`config.mk`:
```
export PLATFORM = sky130hd
export DESIGN_NAME = sorted_key_value_table
export DESIGN_NICKNAME = d
export VERILOG_FILES = /design/src/hdl/skvt_pkg.sv /design/src/hdl/skvt_datapath.sv /design/src/hdl/skvt_ctrl.sv /design/src/hdl/sorted_key_value_table.sv
export SDC_FILE = /design/constraint.sdc
export NUM_CORES = 2
export LEC_CHECK = 0
export BUFFER_PORTS_ARGS = -buffer_cell sky130_fd_sc_hd__buf_4
export CORE_MARGIN = 2
export CORE_UTILIZATION = 28
export CTS_CLUSTER_SIZE = 40
export DETAILED_ROUTE_END_ITERATION = 10
export SETUP_SLACK_MARGIN = 0.5
export SYNTH_ARGS = -nofsm -noshare
export SYNTH_HDL_FRONTEND = slang
export SYNTH_SLANG_ARGS = --single-unit
```
`constraint.sdc`:
```
create_clock -name clk_i -period 7.04 [get_ports clk_i]
set_input_delay 0.704 -clock clk_i [delete_from_list [all_inputs] [get_ports clk_i]]
set_output_delay 0.704 -clock clk_i [all_outputs]
set_load 0.005 [all_outputs]
```
`src/hdl/skvt_pkg.sv`:
```
package skvt_pkg;

  // Input word: one table operation.
  typedef struct packed {
    logic [1:0]         kind;
    logic signed [31:0] key;
    logic [1:0]         value_type;
    logic [31:0]        value;
  } in_word_t;

  // Output word: one result.
  typedef struct packed {
    logic [2:0]         status;
    logic signed [31:0] entry_key;
    logic [1:0]         entry_type;
    logic [31:0]        entry_value;
    logic               last;
  } out_word_t;

  // One stored table entry.
  typedef struct packed {
    logic signed [31:0] key;
    logic [1:0]         etype;
    logic [31:0]        evalue;
  } entry_t;

  localparam logic [1:0] KIND_INSERT = 2'd0;
  localparam logic [1:0] KIND_LOOKUP = 2'd1;
  localparam logic [1:0] KIND_LIST   = 2'd2;

  localparam logic [1:0] TYPE_CHAR = 2'd2;
  localparam logic [1:0] TYPE_BAD  = 2'd3;

  localparam logic [2:0] ST_OK       = 3'd0;
  localparam logic [2:0] ST_DUP      = 3'd1;
  localparam logic [2:0] ST_FULL     = 3'd2;
  localparam logic [2:0] ST_NOTFOUND = 3'd3;
  localparam logic [2:0] ST_MISMATCH = 3'd4;
  localparam logic [2:0] ST_EMPTY    = 3'd5;

  typedef enum logic [2:0] {
    IDX_HOLD  = 3'd0,
    IDX_CLR   = 3'd1,
    IDX_INC   = 3'd2,
    IDX_DEC   = 3'd3,
    IDX_COUNT = 3'd4
  } idx_op_e;

  // Source of a result field.
  typedef enum logic [1:0] {
    SEL_ZERO = 2'd0,
    SEL_RD   = 2'd1,
    SEL_ITEM = 2'd2
  } sel_e;

  typedef struct packed {
    logic       item_load;
    idx_op_e    idx_op;
    logic       pos_load;
    logic       rd_en;
    logic       rd_prev;
    logic       wr_shift;
    logic       wr_new;
    logic       cnt_inc;
    logic       res_load;
    logic [2:0] res_status;
    sel_e       res_type_sel;
    sel_e       res_value_sel;
    logic       res_key_zero;
    logic       out_from_res;
    logic       out_from_rd;
  } cmd_t;

  typedef struct packed {
    logic [1:0] in_kind;
    logic [1:0] kind;
    logic       tag_bad;
    logic       count_zero;
    logic       full;
    logic       at_end;
    logic       key_lt;
    logic       key_eq;
    logic       type_eq;
    logic       at_pos;
    logic       list_last;
    logic       out_free;
  } sts_t;

endpackage

```
`src/hdl/skvt_datapath.sv`:
```
module skvt_datapath #(
  parameter int TABLE_DEPTH = 16
) (
  input  logic                 clk_i,
  input  logic                 rst_ni,
  input  skvt_pkg::in_word_t   in_word_i,
  input  skvt_pkg::cmd_t       cmd_i,
  output skvt_pkg::sts_t       sts_o,
  output logic                 out_valid_o,
  output skvt_pkg::out_word_t  out_word_o,
  input  logic                 out_stall_i
);

  localparam int CW = $clog2(TABLE_DEPTH + 1);
  localparam int AW = (TABLE_DEPTH > 1) ? $clog2(TABLE_DEPTH) : 1;

  skvt_pkg::entry_t    entry_mem [TABLE_DEPTH];
  skvt_pkg::entry_t    rd_q;
  skvt_pkg::in_word_t  item_q;
  logic [CW-1:0]       idx_q, idx_d;
  logic [CW-1:0]       pos_q;
  logic [CW-1:0]       count_q;
  skvt_pkg::out_word_t res_q, res_d;
  skvt_pkg::out_word_t out_q, out_d;
  logic                out_valid_q, out_valid_d;

  logic [CW-1:0]       idx_m1;
  logic [AW-1:0]       rd_addr;
  logic                wr_en;
  skvt_pkg::entry_t    wr_data;
  skvt_pkg::entry_t    new_entry;
  logic [31:0]         item_value;

  assign idx_m1  = idx_q - CW'(1);
  assign rd_addr = cmd_i.rd_prev ? idx_m1[AW-1:0] : idx_q[AW-1:0];

  // Characters keep only their low byte.
  assign item_value = (item_q.value_type == skvt_pkg::TYPE_CHAR) ?
                      {24'd0, item_q.value[7:0]} : item_q.value;

  assign new_entry.key    = item_q.key;
  assign new_entry.etype  = item_q.value_type;
  assign new_entry.evalue = item_value;

  assign wr_en   = cmd_i.wr_shift | cmd_i.wr_new;
  assign wr_data = cmd_i.wr_new ? new_entry : rd_q;

  always_ff @(posedge clk_i) begin
    if (wr_en) begin
      entry_mem[idx_q[AW-1:0]] <= wr_data;
    end
    if (cmd_i.rd_en) begin
      rd_q <= entry_mem[rd_addr];
    end
  end

  always_comb begin
    case (cmd_i.idx_op)
      skvt_pkg::IDX_CLR:   idx_d = '0;
      skvt_pkg::IDX_INC:   idx_d = idx_q + CW'(1);
      skvt_pkg::IDX_DEC:   idx_d = idx_m1;
      skvt_pkg::IDX_COUNT: idx_d = count_q;
      default:             idx_d = idx_q;
    endcase
  end

  always_comb begin
    res_d.status    = cmd_i.res_status;
    res_d.entry_key = cmd_i.res_key_zero ? 32'sd0 : item_q.key;
    case (cmd_i.res_type_sel)
      skvt_pkg::SEL_RD:   res_d.entry_type = rd_q.etype;
      skvt_pkg::SEL_ITEM: res_d.entry_type = item_q.value_type;
      default:            res_d.entry_type = 2'd0;
    endcase
    case (cmd_i.res_value_sel)
      skvt_pkg::SEL_RD:   res_d.entry_value = rd_q.evalue;
      skvt_pkg::SEL_ITEM: res_d.entry_value = item_value;
      default:            res_d.entry_value = 32'd0;
    endcase
    res_d.last = 1'b1;
  end

  always_comb begin
    out_d       = out_q;
    out_valid_d = out_valid_q & out_stall_i;
    if (cmd_i.out_from_res) begin
      out_d       = res_q;
      out_valid_d = 1'b1;
    end else if (cmd_i.out_from_rd) begin
      out_d.status      = skvt_pkg::ST_OK;
      out_d.entry_key   = rd_q.key;
      out_d.entry_type  = rd_q.etype;
      out_d.entry_value = rd_q.evalue;
      out_d.last        = sts_o.list_last;
      out_valid_d       = 1'b1;
    end
  end

  always_ff @(posedge clk_i) begin
    if (cmd_i.item_load) begin
      item_q <= in_word_i;
    end
    if (cmd_i.pos_load) begin
      pos_q <= idx_q;
    end
    if (cmd_i.res_load) begin
      res_q <= res_d;
    end
    out_q <= out_d;
  end

  always_ff @(posedge clk_i or negedge rst_ni) begin
    if (!rst_ni) begin
      idx_q       <= '0;
      count_q     <= '0;
      out_valid_q <= 1'b0;
    end else begin
      idx_q       <= idx_d;
      out_valid_q <= out_valid_d;
      if (cmd_i.cnt_inc) begin
        count_q <= count_q + CW'(1);
      end
    end
  end

  assign sts_o.in_kind    = in_word_i.kind;
  assign sts_o.kind       = item_q.kind;
  assign sts_o.tag_bad    = (item_q.value_type == skvt_pkg::TYPE_BAD);
  assign sts_o.count_zero = (count_q == '0);
  assign sts_o.full       = (count_q == CW'(TABLE_DEPTH));
  assign sts_o.at_end     = (idx_q == count_q);
  assign sts_o.key_lt     = (rd_q.key < item_q.key);
  assign sts_o.key_eq     = (rd_q.key == item_q.key);
  assign sts_o.type_eq    = (rd_q.etype == item_q.value_type);
  assign sts_o.at_pos     = (idx_q == pos_q);
  assign sts_o.list_last  = (idx_q == count_q - CW'(1));
  assign sts_o.out_free   = ~out_valid_q | ~out_stall_i;

  assign out_valid_o = out_valid_q;
  assign out_word_o  = out_q;

endmodule

```
`src/hdl/skvt_ctrl.sv`:
```
module skvt_ctrl (
  input  logic            clk_i,
  input  logic            rst_ni,
  input  logic            in_valid_i,
  output logic            in_stall_o,
  input  skvt_pkg::sts_t  sts_i,
  output skvt_pkg::cmd_t  cmd_o
);

  localparam logic [2:0] S_IDLE  = 3'd0;
  localparam logic [2:0] S_SREAD = 3'd1;  // search: issue read or finish
  localparam logic [2:0] S_SCHK  = 3'd2;  // search: compare read entry
  localparam logic [2:0] S_SHRD  = 3'd3;  // shift: read entry below
  localparam logic [2:0] S_SHWR  = 3'd4;  // shift: write it one up
  localparam logic [2:0] S_EMIT  = 3'd5;
  localparam logic [2:0] S_LREAD = 3'd6;
  localparam logic [2:0] S_LOUT  = 3'd7;

  logic [2:0] state_q, state_d;
  logic       is_lookup;

  assign is_lookup  = (sts_i.kind == skvt_pkg::KIND_LOOKUP);
  assign in_stall_o = (state_q != S_IDLE);

  always_comb begin
    state_d = state_q;
    cmd_o   = '0;
    case (state_q)
      S_IDLE: begin
        if (in_valid_i) begin
          cmd_o.item_load = 1'b1;
          cmd_o.idx_op    = skvt_pkg::IDX_CLR;
          case (sts_i.in_kind)
            skvt_pkg::KIND_INSERT, skvt_pkg::KIND_LOOKUP: begin
              state_d = S_SREAD;
            end
            skvt_pkg::KIND_LIST: begin
              if (sts_i.count_zero) begin
                cmd_o.res_load     = 1'b1;
                cmd_o.res_status   = skvt_pkg::ST_EMPTY;
                cmd_o.res_key_zero = 1'b1;
                state_d            = S_EMIT;
              end else begin
                state_d = S_LREAD;
              end
            end
            default: state_d = S_IDLE;
          endcase
        end
      end
      S_SREAD: begin
        if (!is_lookup && sts_i.tag_bad) begin
          cmd_o.res_load   = 1'b1;
          cmd_o.res_status = skvt_pkg::ST_MISMATCH;
          state_d          = S_EMIT;
        end else if (sts_i.at_end) begin
          if (is_lookup) begin
            cmd_o.res_load   = 1'b1;
            cmd_o.res_status = skvt_pkg::ST_NOTFOUND;
            state_d          = S_EMIT;
          end else if (sts_i.full) begin
            cmd_o.res_load   = 1'b1;
            cmd_o.res_status = skvt_pkg::ST_FULL;
            state_d          = S_EMIT;
          end else begin
            cmd_o.pos_load = 1'b1;
            state_d        = S_SHRD;
          end
        end else begin
          cmd_o.rd_en = 1'b1;
          state_d     = S_SCHK;
        end
      end
      S_SCHK: begin
        if (sts_i.key_lt) begin
          cmd_o.idx_op = skvt_pkg::IDX_INC;
          state_d      = S_SREAD;
        end else if (sts_i.key_eq) begin
          cmd_o.res_load     = 1'b1;
          cmd_o.res_type_sel = skvt_pkg::SEL_RD;
          state_d            = S_EMIT;
          if (!is_lookup) begin
            cmd_o.res_status = skvt_pkg::ST_DUP;
          end else if (sts_i.type_eq) begin
            cmd_o.res_status    = skvt_pkg::ST_OK;
            cmd_o.res_value_sel = skvt_pkg::SEL_RD;
          end else begin
            cmd_o.res_status = skvt_pkg::ST_MISMATCH;
          end
        end else if (is_lookup) begin
          cmd_o.res_load   = 1'b1;
          cmd_o.res_status = skvt_pkg::ST_NOTFOUND;
          state_d          = S_EMIT;
        end else if (sts_i.full) begin
          cmd_o.res_load   = 1'b1;
          cmd_o.res_status = skvt_pkg::ST_FULL;
          state_d          = S_EMIT;
        end else begin
          cmd_o.pos_load = 1'b1;
          cmd_o.idx_op   = skvt_pkg::IDX_COUNT;
          state_d        = S_SHRD;
        end
      end
      S_SHRD: begin
        if (sts_i.at_pos) begin
          cmd_o.wr_new        = 1'b1;
          cmd_o.cnt_inc       = 1'b1;
          cmd_o.res_load      = 1'b1;
          cmd_o.res_status    = skvt_pkg::ST_OK;
          cmd_o.res_type_sel  = skvt_pkg::SEL_ITEM;
          cmd_o.res_value_sel = skvt_pkg::SEL_ITEM;
          state_d             = S_EMIT;
        end else begin
          cmd_o.rd_en   = 1'b1;
          cmd_o.rd_prev = 1'b1;
          state_d       = S_SHWR;
        end
      end
      S_SHWR: begin
        cmd_o.wr_shift = 1'b1;
        cmd_o.idx_op   = skvt_pkg::IDX_DEC;
        state_d        = S_SHRD;
      end
      S_EMIT: begin
        if (sts_i.out_free) begin
          cmd_o.out_from_res = 1'b1;
          state_d            = S_IDLE;
        end
      end
      S_LREAD: begin
        cmd_o.rd_en = 1'b1;
        state_d     = S_LOUT;
      end
      S_LOUT: begin
        if (sts_i.out_free) begin
          cmd_o.out_from_rd = 1'b1;
          if (sts_i.list_last) begin
            state_d = S_IDLE;
          end else begin
            cmd_o.idx_op = skvt_pkg::IDX_INC;
            state_d      = S_LREAD;
          end
        end
      end
      default: state_d = S_IDLE;
    endcase
  end

  always_ff @(posedge clk_i or negedge rst_ni) begin
    if (!rst_ni) begin
      state_q <= S_IDLE;
    end else begin
      state_q <= state_d;
    end
  end

endmodule

```
`src/hdl/sorted_key_value_table.sv`:
```
// Sorted key/value table: up to TABLE_DEPTH typed entries kept in ascending
// signed-key order in a single-port-write, registered-read memory.
// Input channel (in_valid_i / in_stall_o / in_word_i): one word per
// operation - insert, lookup or list. Output channel (out_valid_o /
// out_stall_i / out_word_o): result words; insert and lookup give one word,
// list gives one word per entry (or one "empty" word), last marks the end.
// Words move on a rising edge with valid high and stall low.
// One operation is worked at a time; in_stall_o is high from the cycle
// after acceptance until the controller is back in idle.
// With N entries stored, each entry the search passes or an insert shifts up
// takes a memory read, then a compare or a write-back.
// Results go through an output register, so a stalled receiver holds the
// current word steady and only the controller waits; a new word is taken
// once the pending result has moved into that register.
// Reset clears the entry count, the controller and the output valid; the
// memory itself is not cleared, since entries past the count are never read.
// Unused kind three is taken and dropped without a result.
module sorted_key_value_table #(
  parameter int TABLE_DEPTH = 16
) (
  input  logic                 clk_i,
  input  logic                 rst_ni,
  input  logic                 in_valid_i,
  output logic                 in_stall_o,
  input  skvt_pkg::in_word_t   in_word_i,
  output logic                 out_valid_o,
  input  logic                 out_stall_i,
  output skvt_pkg::out_word_t  out_word_o
);

  skvt_pkg::cmd_t cmd;
  skvt_pkg::sts_t sts;

  // Sequencer: search, shift, list and emit steps.
  skvt_ctrl u_ctrl (
    .clk_i      (clk_i),
    .rst_ni     (rst_ni),
    .in_valid_i (in_valid_i),
    .in_stall_o (in_stall_o),
    .sts_i      (sts),
    .cmd_o      (cmd)
  );

  // Entry memory, index/count registers, result and output registers.
  skvt_datapath #(
    .TABLE_DEPTH (TABLE_DEPTH)
  ) u_datapath (
    .clk_i       (clk_i),
    .rst_ni      (rst_ni),
    .in_word_i   (in_word_i),
    .cmd_i       (cmd),
    .sts_o       (sts),
    .out_valid_o (out_valid_o),
    .out_word_o  (out_word_o),
    .out_stall_i (out_stall_i)
  );

endmodule

```
==> impl_summary.log <==
[metrics] placeable core region: 0.186 mm2
[metrics] average via count per standard cell: 4.81
[metrics] area of the die: 0.191 mm2
[metrics] clock buffer depth: 3
[metrics] number of antenna violations at the first check in global routing: 4
[metrics] remaining design rule violation count: 0
[metrics] wire length of the first global-routing pass: 191000 um
[metrics] synthesized net count: 2726
[metrics] initial standard-cell utilization of the core: 0.282
[metrics] Die X-Extent: 437 um
[metrics] Initial DRC Count: 2734
[metrics] final sum of negative setup slack: 0 ns
[metrics] Max VDD drop: 0.457 mV
[metrics] clock latency of the later-clocked register in the worst-skew pair: 0.73 ns
[metrics] number of fillers in the final layout: 17400
[metrics] clk sink count: 1348
[metrics] fraction of layout cells with a size suffix above 1: 0.268
[metrics] antenna violation net count after detailed routing: 0
[metrics] row count: 158
[metrics] data arrival time of the worst path: 5.43 ns
[metrics] vias in the first global route: 26700
[metrics] TritonCTS clock tree: built
[metrics] area leader, netlist: sky130_fd_sc_hd__edfxtp_1
[metrics] slew at the pin with the worst max-slew slack: 1.13 ns
[metrics] met2 Use GR: 0.242
[metrics] outcome: complete, no violations
[metrics] crit path launch type: flip-flop
[metrics] grt met1 use: 0.169
[metrics] boundary pin count: 144
[metrics] number of distinct library cell variants in the gate-level netlist after synthesis: 58
[metrics] Clock Pin Slew Worst Setup and Hold Paths: 0.07 ns
[metrics] number of max-slew violations in the final report: 0
[metrics] Req. time, crit path: 7.50 ns
[metrics] post-synthesis cell area: 0.0524 mm2
[metrics] number of enable flip-flop cells after synthesis: 1334
[metrics] leakage power: 19.6 nW
[metrics] post-detailed-placement half-perimeter wirelength: 71500 um
[metrics] GR Layer Usage met3: 0.0197
[metrics] clock root cell: sky130_fd_sc_hd__clkbuf_16
[metrics] Worst Setup Path Type: reg2reg
[metrics] top cells by instance count after synthesis: sky130_fd_sc_hd__edfxtp_1 (1334), sky130_fd_sc_hd__mux4_2 (264), sky130_fd_sc_hd__nand2_1 (213)
[metrics] critical path peak fanout: 24
[metrics] cell count after synthesis: 2611
[metrics] most heavily used metal layer in global routing: met2
[metrics] gr usage total: 0.137
[metrics] setup repair after global routing missed its margin: false
[metrics] Final Wtd Congestion: 0.797
[metrics] worst hold slack: 0.147 ns
[metrics] routed wire length: 134000 um
[metrics] total of warnings raised by yosys: 0
[metrics] Hold WC Path Type: in2reg
[metrics] maximum clock skew at final layout: 0.0235 ns
[metrics] average detailed-routed wire length per instance: 24.7 um
[metrics] power density of the placed cells: 441 mW/mm2
[metrics] pin count of the biggest net entering global routing: 139
[metrics] Final Hold Violating Endpoints: 0
[metrics] post-route clock period utilization: 0.706
[metrics] sequential-to-total area share from yosys stat: 0.771
[metrics] per-instance average area after synthesis: 20.1 um2
[metrics] Max Cap Viol: 0
[metrics] Achievable Freq: 201 MHz
[metrics] fraction of post-synthesis cell area in the top cell type by area: 0.765
[metrics] final global-route overflow total: 0
[metrics] element type at the critical path end: flip-flop
[metrics] Relative slew margins: 0.246
[metrics] H-tree level count: 3
[metrics] Hold Path Stages: 1
[metrics] Synth area leaders: sky130_fd_sc_hd__edfxtp_1 (76%), sky130_fd_sc_hd__mux4_2 (11%), sky130_fd_sc_hd__a22oi_1 (2.4%)
[metrics] final count of negative-setup-slack endpoints: 0
[metrics] core utilization of the finished layout: 0.329
[metrics] ys flop type: sky130_fd_sc_hd__edfxtp_1
[metrics] post-synthesis register bit count: 1348
[metrics] Final min period: 4.97 ns
[metrics] Detailed Routing Iterations Pass 1: 5
[metrics] Async SR Flop Fraction: 0.0104
[metrics] vias: 26000
[metrics] cell with the most instances after synthesis: sky130_fd_sc_hd__edfxtp_1
[metrics] total clock buffers created by CTS: 120
[metrics] number of input and output port buffers inserted: 143
[metrics] die extent in y: 437 um
[metrics] area added between synthesis and finish: 16.5%
[metrics] nets@finish: 2942
[metrics] reg2reg path depth: 12
[stage by stage]
step                instance area (um2)  total power [mW]  setup WS [ns]  cells
detailed placement                57000              20.5           2.18   5184
finish                            61000              26.9           2.07   5408
global placement                  57000              20.4           2.36   5184
floorplan                         52400              17.4           1.29   2611
CTS                               61000              27.2           2.16   5407
global route                      61000              28.1           1.78   5408
[cell families (layout without fill, tap and decap cells)]
group                    after synthesis  count (layout)  synth area share
flip-flops                          1348            1348             0.771
AND/OR/NAND/NOR                      377             377            0.0309
multiplexers                         329             329             0.127
AO/OA/AOI/OAI                        295             295            0.0388
buffers and inverters                188             504            0.0157
adder cells (fa/ha/maj)               43              43            0.0103
XOR/XNOR                              31              31           0.00533
other                                  0               1                 0
[layer usage]
layer | vias to the layer above | share of wire
met3 | 197 | 0.054
met5 | - | 0.00020
met2 | 813 | 0.52
li1 | 11100 | -
met4 | 4 | 0.033
met1 | 13900 | 0.39
[state kept, by name, summed over array words and instances (netlist names)]
signal,cells
u_ctrl.state_q,3
u_datapath.item_q,66
u_datapath.rd_q,66
u_datapath.count_q,5
u_datapath.pos_q,5
u_datapath.res_q,69
u_datapath.sts_o,2
u_datapath.out_word_o,70
u_datapath.idx_q,5
u_datapath.entry_mem,1056
u_datapath.out_valid_o,1
[what timing repair did]
item,4_1_cts,5_1_grt
buffers inserted,0,0
endpoints found under the hold margin,14,0
gates resized for setup,0,0
hold buffers,1,0
[area by class of cell]
| cell class | instances | area [um2] | share of cell area |
|---|---|---|---|
| clock buffer | 150 | 3250 | 0.0532 |
| multi-input combinational | 1075 | 11400 | 0.187 |
| tap | 2480 | 3100 | 0.0508 |
| clock inverter | 72 | 757 | 0.0124 |
| timing repair buffer | 237 | 1960 | 0.0321 |
| antenna | 1 | 2.50 | 0.0000410 |
| inverter | 45 | 169 | 0.00277 |
| sequential | 1348 | 40400 | 0.662 |
[where the power goes]
group	internal [mW]	switching (mW)	total, mW	leakage [nW]
Clock	3.81	2.89	6.70	1.96
Sequential	11.0	0.453	11.4	12.3
Combinational	3.51	5.24	8.75	5.28
Total	18.3	8.58	26.9	19.6
[placed cells by master (no fill, tap or decap), types with 9 or more instances in the layout]
master | synthesis | routed
sky130_fd_sc_hd__a21oi_1 | 23 | 21
sky130_fd_sc_hd__clkinv_1 | 1 | 19
sky130_fd_sc_hd__clkbuf_1 | 81 | 19
sky130_fd_sc_hd__nand2_1 | 213 | 213
sky130_fd_sc_hd__inv_1 | 44 | 44
sky130_fd_sc_hd__clkbuf_16 | 0 | 122
sky130_fd_sc_hd__mux2_2 | 65 | 65
sky130_fd_sc_hd__ha_1 | 43 | 43
sky130_fd_sc_hd__xnor2_1 | 12 | 12
sky130_fd_sc_hd__nand4_1 | 13 | 13
sky130_fd_sc_hd__clkinv_2 | 0 | 26
sky130_fd_sc_hd__buf_12 | 0 | 14
sky130_fd_sc_hd__nand3_1 | 34 | 32
sky130_fd_sc_hd__o21ai_0 | 44 | 44
sky130_fd_sc_hd__mux4_2 | 264 | 264
sky130_fd_sc_hd__bufinv_16 | 0 | 15
sky130_fd_sc_hd__a22oi_1 | 167 | 167
sky130_fd_sc_hd__nor2_4 | 0 | 16
sky130_fd_sc_hd__buf_4 | 20 | 222
sky130_fd_sc_hd__nor2_1 | 68 | 51
sky130_fd_sc_hd__a31oi_1 | 35 | 35
sky130_fd_sc_hd__clkbuf_8 | 0 | 9
sky130_fd_sc_hd__edfxtp_1 | 1334 | 1334
sky130_fd_sc_hd__xor2_1 | 18 | 18
sky130_fd_sc_hd__dfrtp_1 | 14 | 14
[worst paths after layout]
| check | start | end | slack (ns) |
|---|---|---|---|
| max in group asynchronous | rst_ni | u_datapath.idx_q[4]$_DFFE_PN0P_ | 6.30 |
| min | in_word_i[32] | u_datapath.item_q[32]$_DFFE_PP_ | 0.15 |
| min in group asynchronous | rst_ni | u_datapath.idx_q[3]$_DFFE_PN0P_ | 0.54 |
| max reg2reg | u_datapath.rd_q[65]$_DFFE_PP_ | u_datapath.res_q[25]$_DFFE_PP_ | 2.07 |
| max | u_datapath.rd_q[65]$_DFFE_PP_ | u_datapath.res_q[25]$_DFFE_PP_ | 2.07 |
| min reg2reg | u_datapath.res_q[21]$_DFFE_PP_ | u_datapath.out_word_o[21]$_DFFE_PP_ | 0.55 |
[critical path, cell delays in order, from the launching register on]
cell	delay, ns
sky130_fd_sc_hd__edfxtp_1	0.41
sky130_fd_sc_hd__ha_1	0.42
sky130_fd_sc_hd__nand4_1	0.23
sky130_fd_sc_hd__nor4_1	0.67
sky130_fd_sc_hd__o31a_1	0.34
sky130_fd_sc_hd__nor2_1	0.08
sky130_fd_sc_hd__xor2_1	0.28
sky130_fd_sc_hd__nand4_1	0.39
sky130_fd_sc_hd__or3_1	0.46
sky130_fd_sc_hd__ha_1	0.42
sky130_fd_sc_hd__and2_1	0.59
sky130_fd_sc_hd__a22oi_1	0.30
sky130_fd_sc_hd__nor2_1	0.08
(Power assumes the default switching activity.)
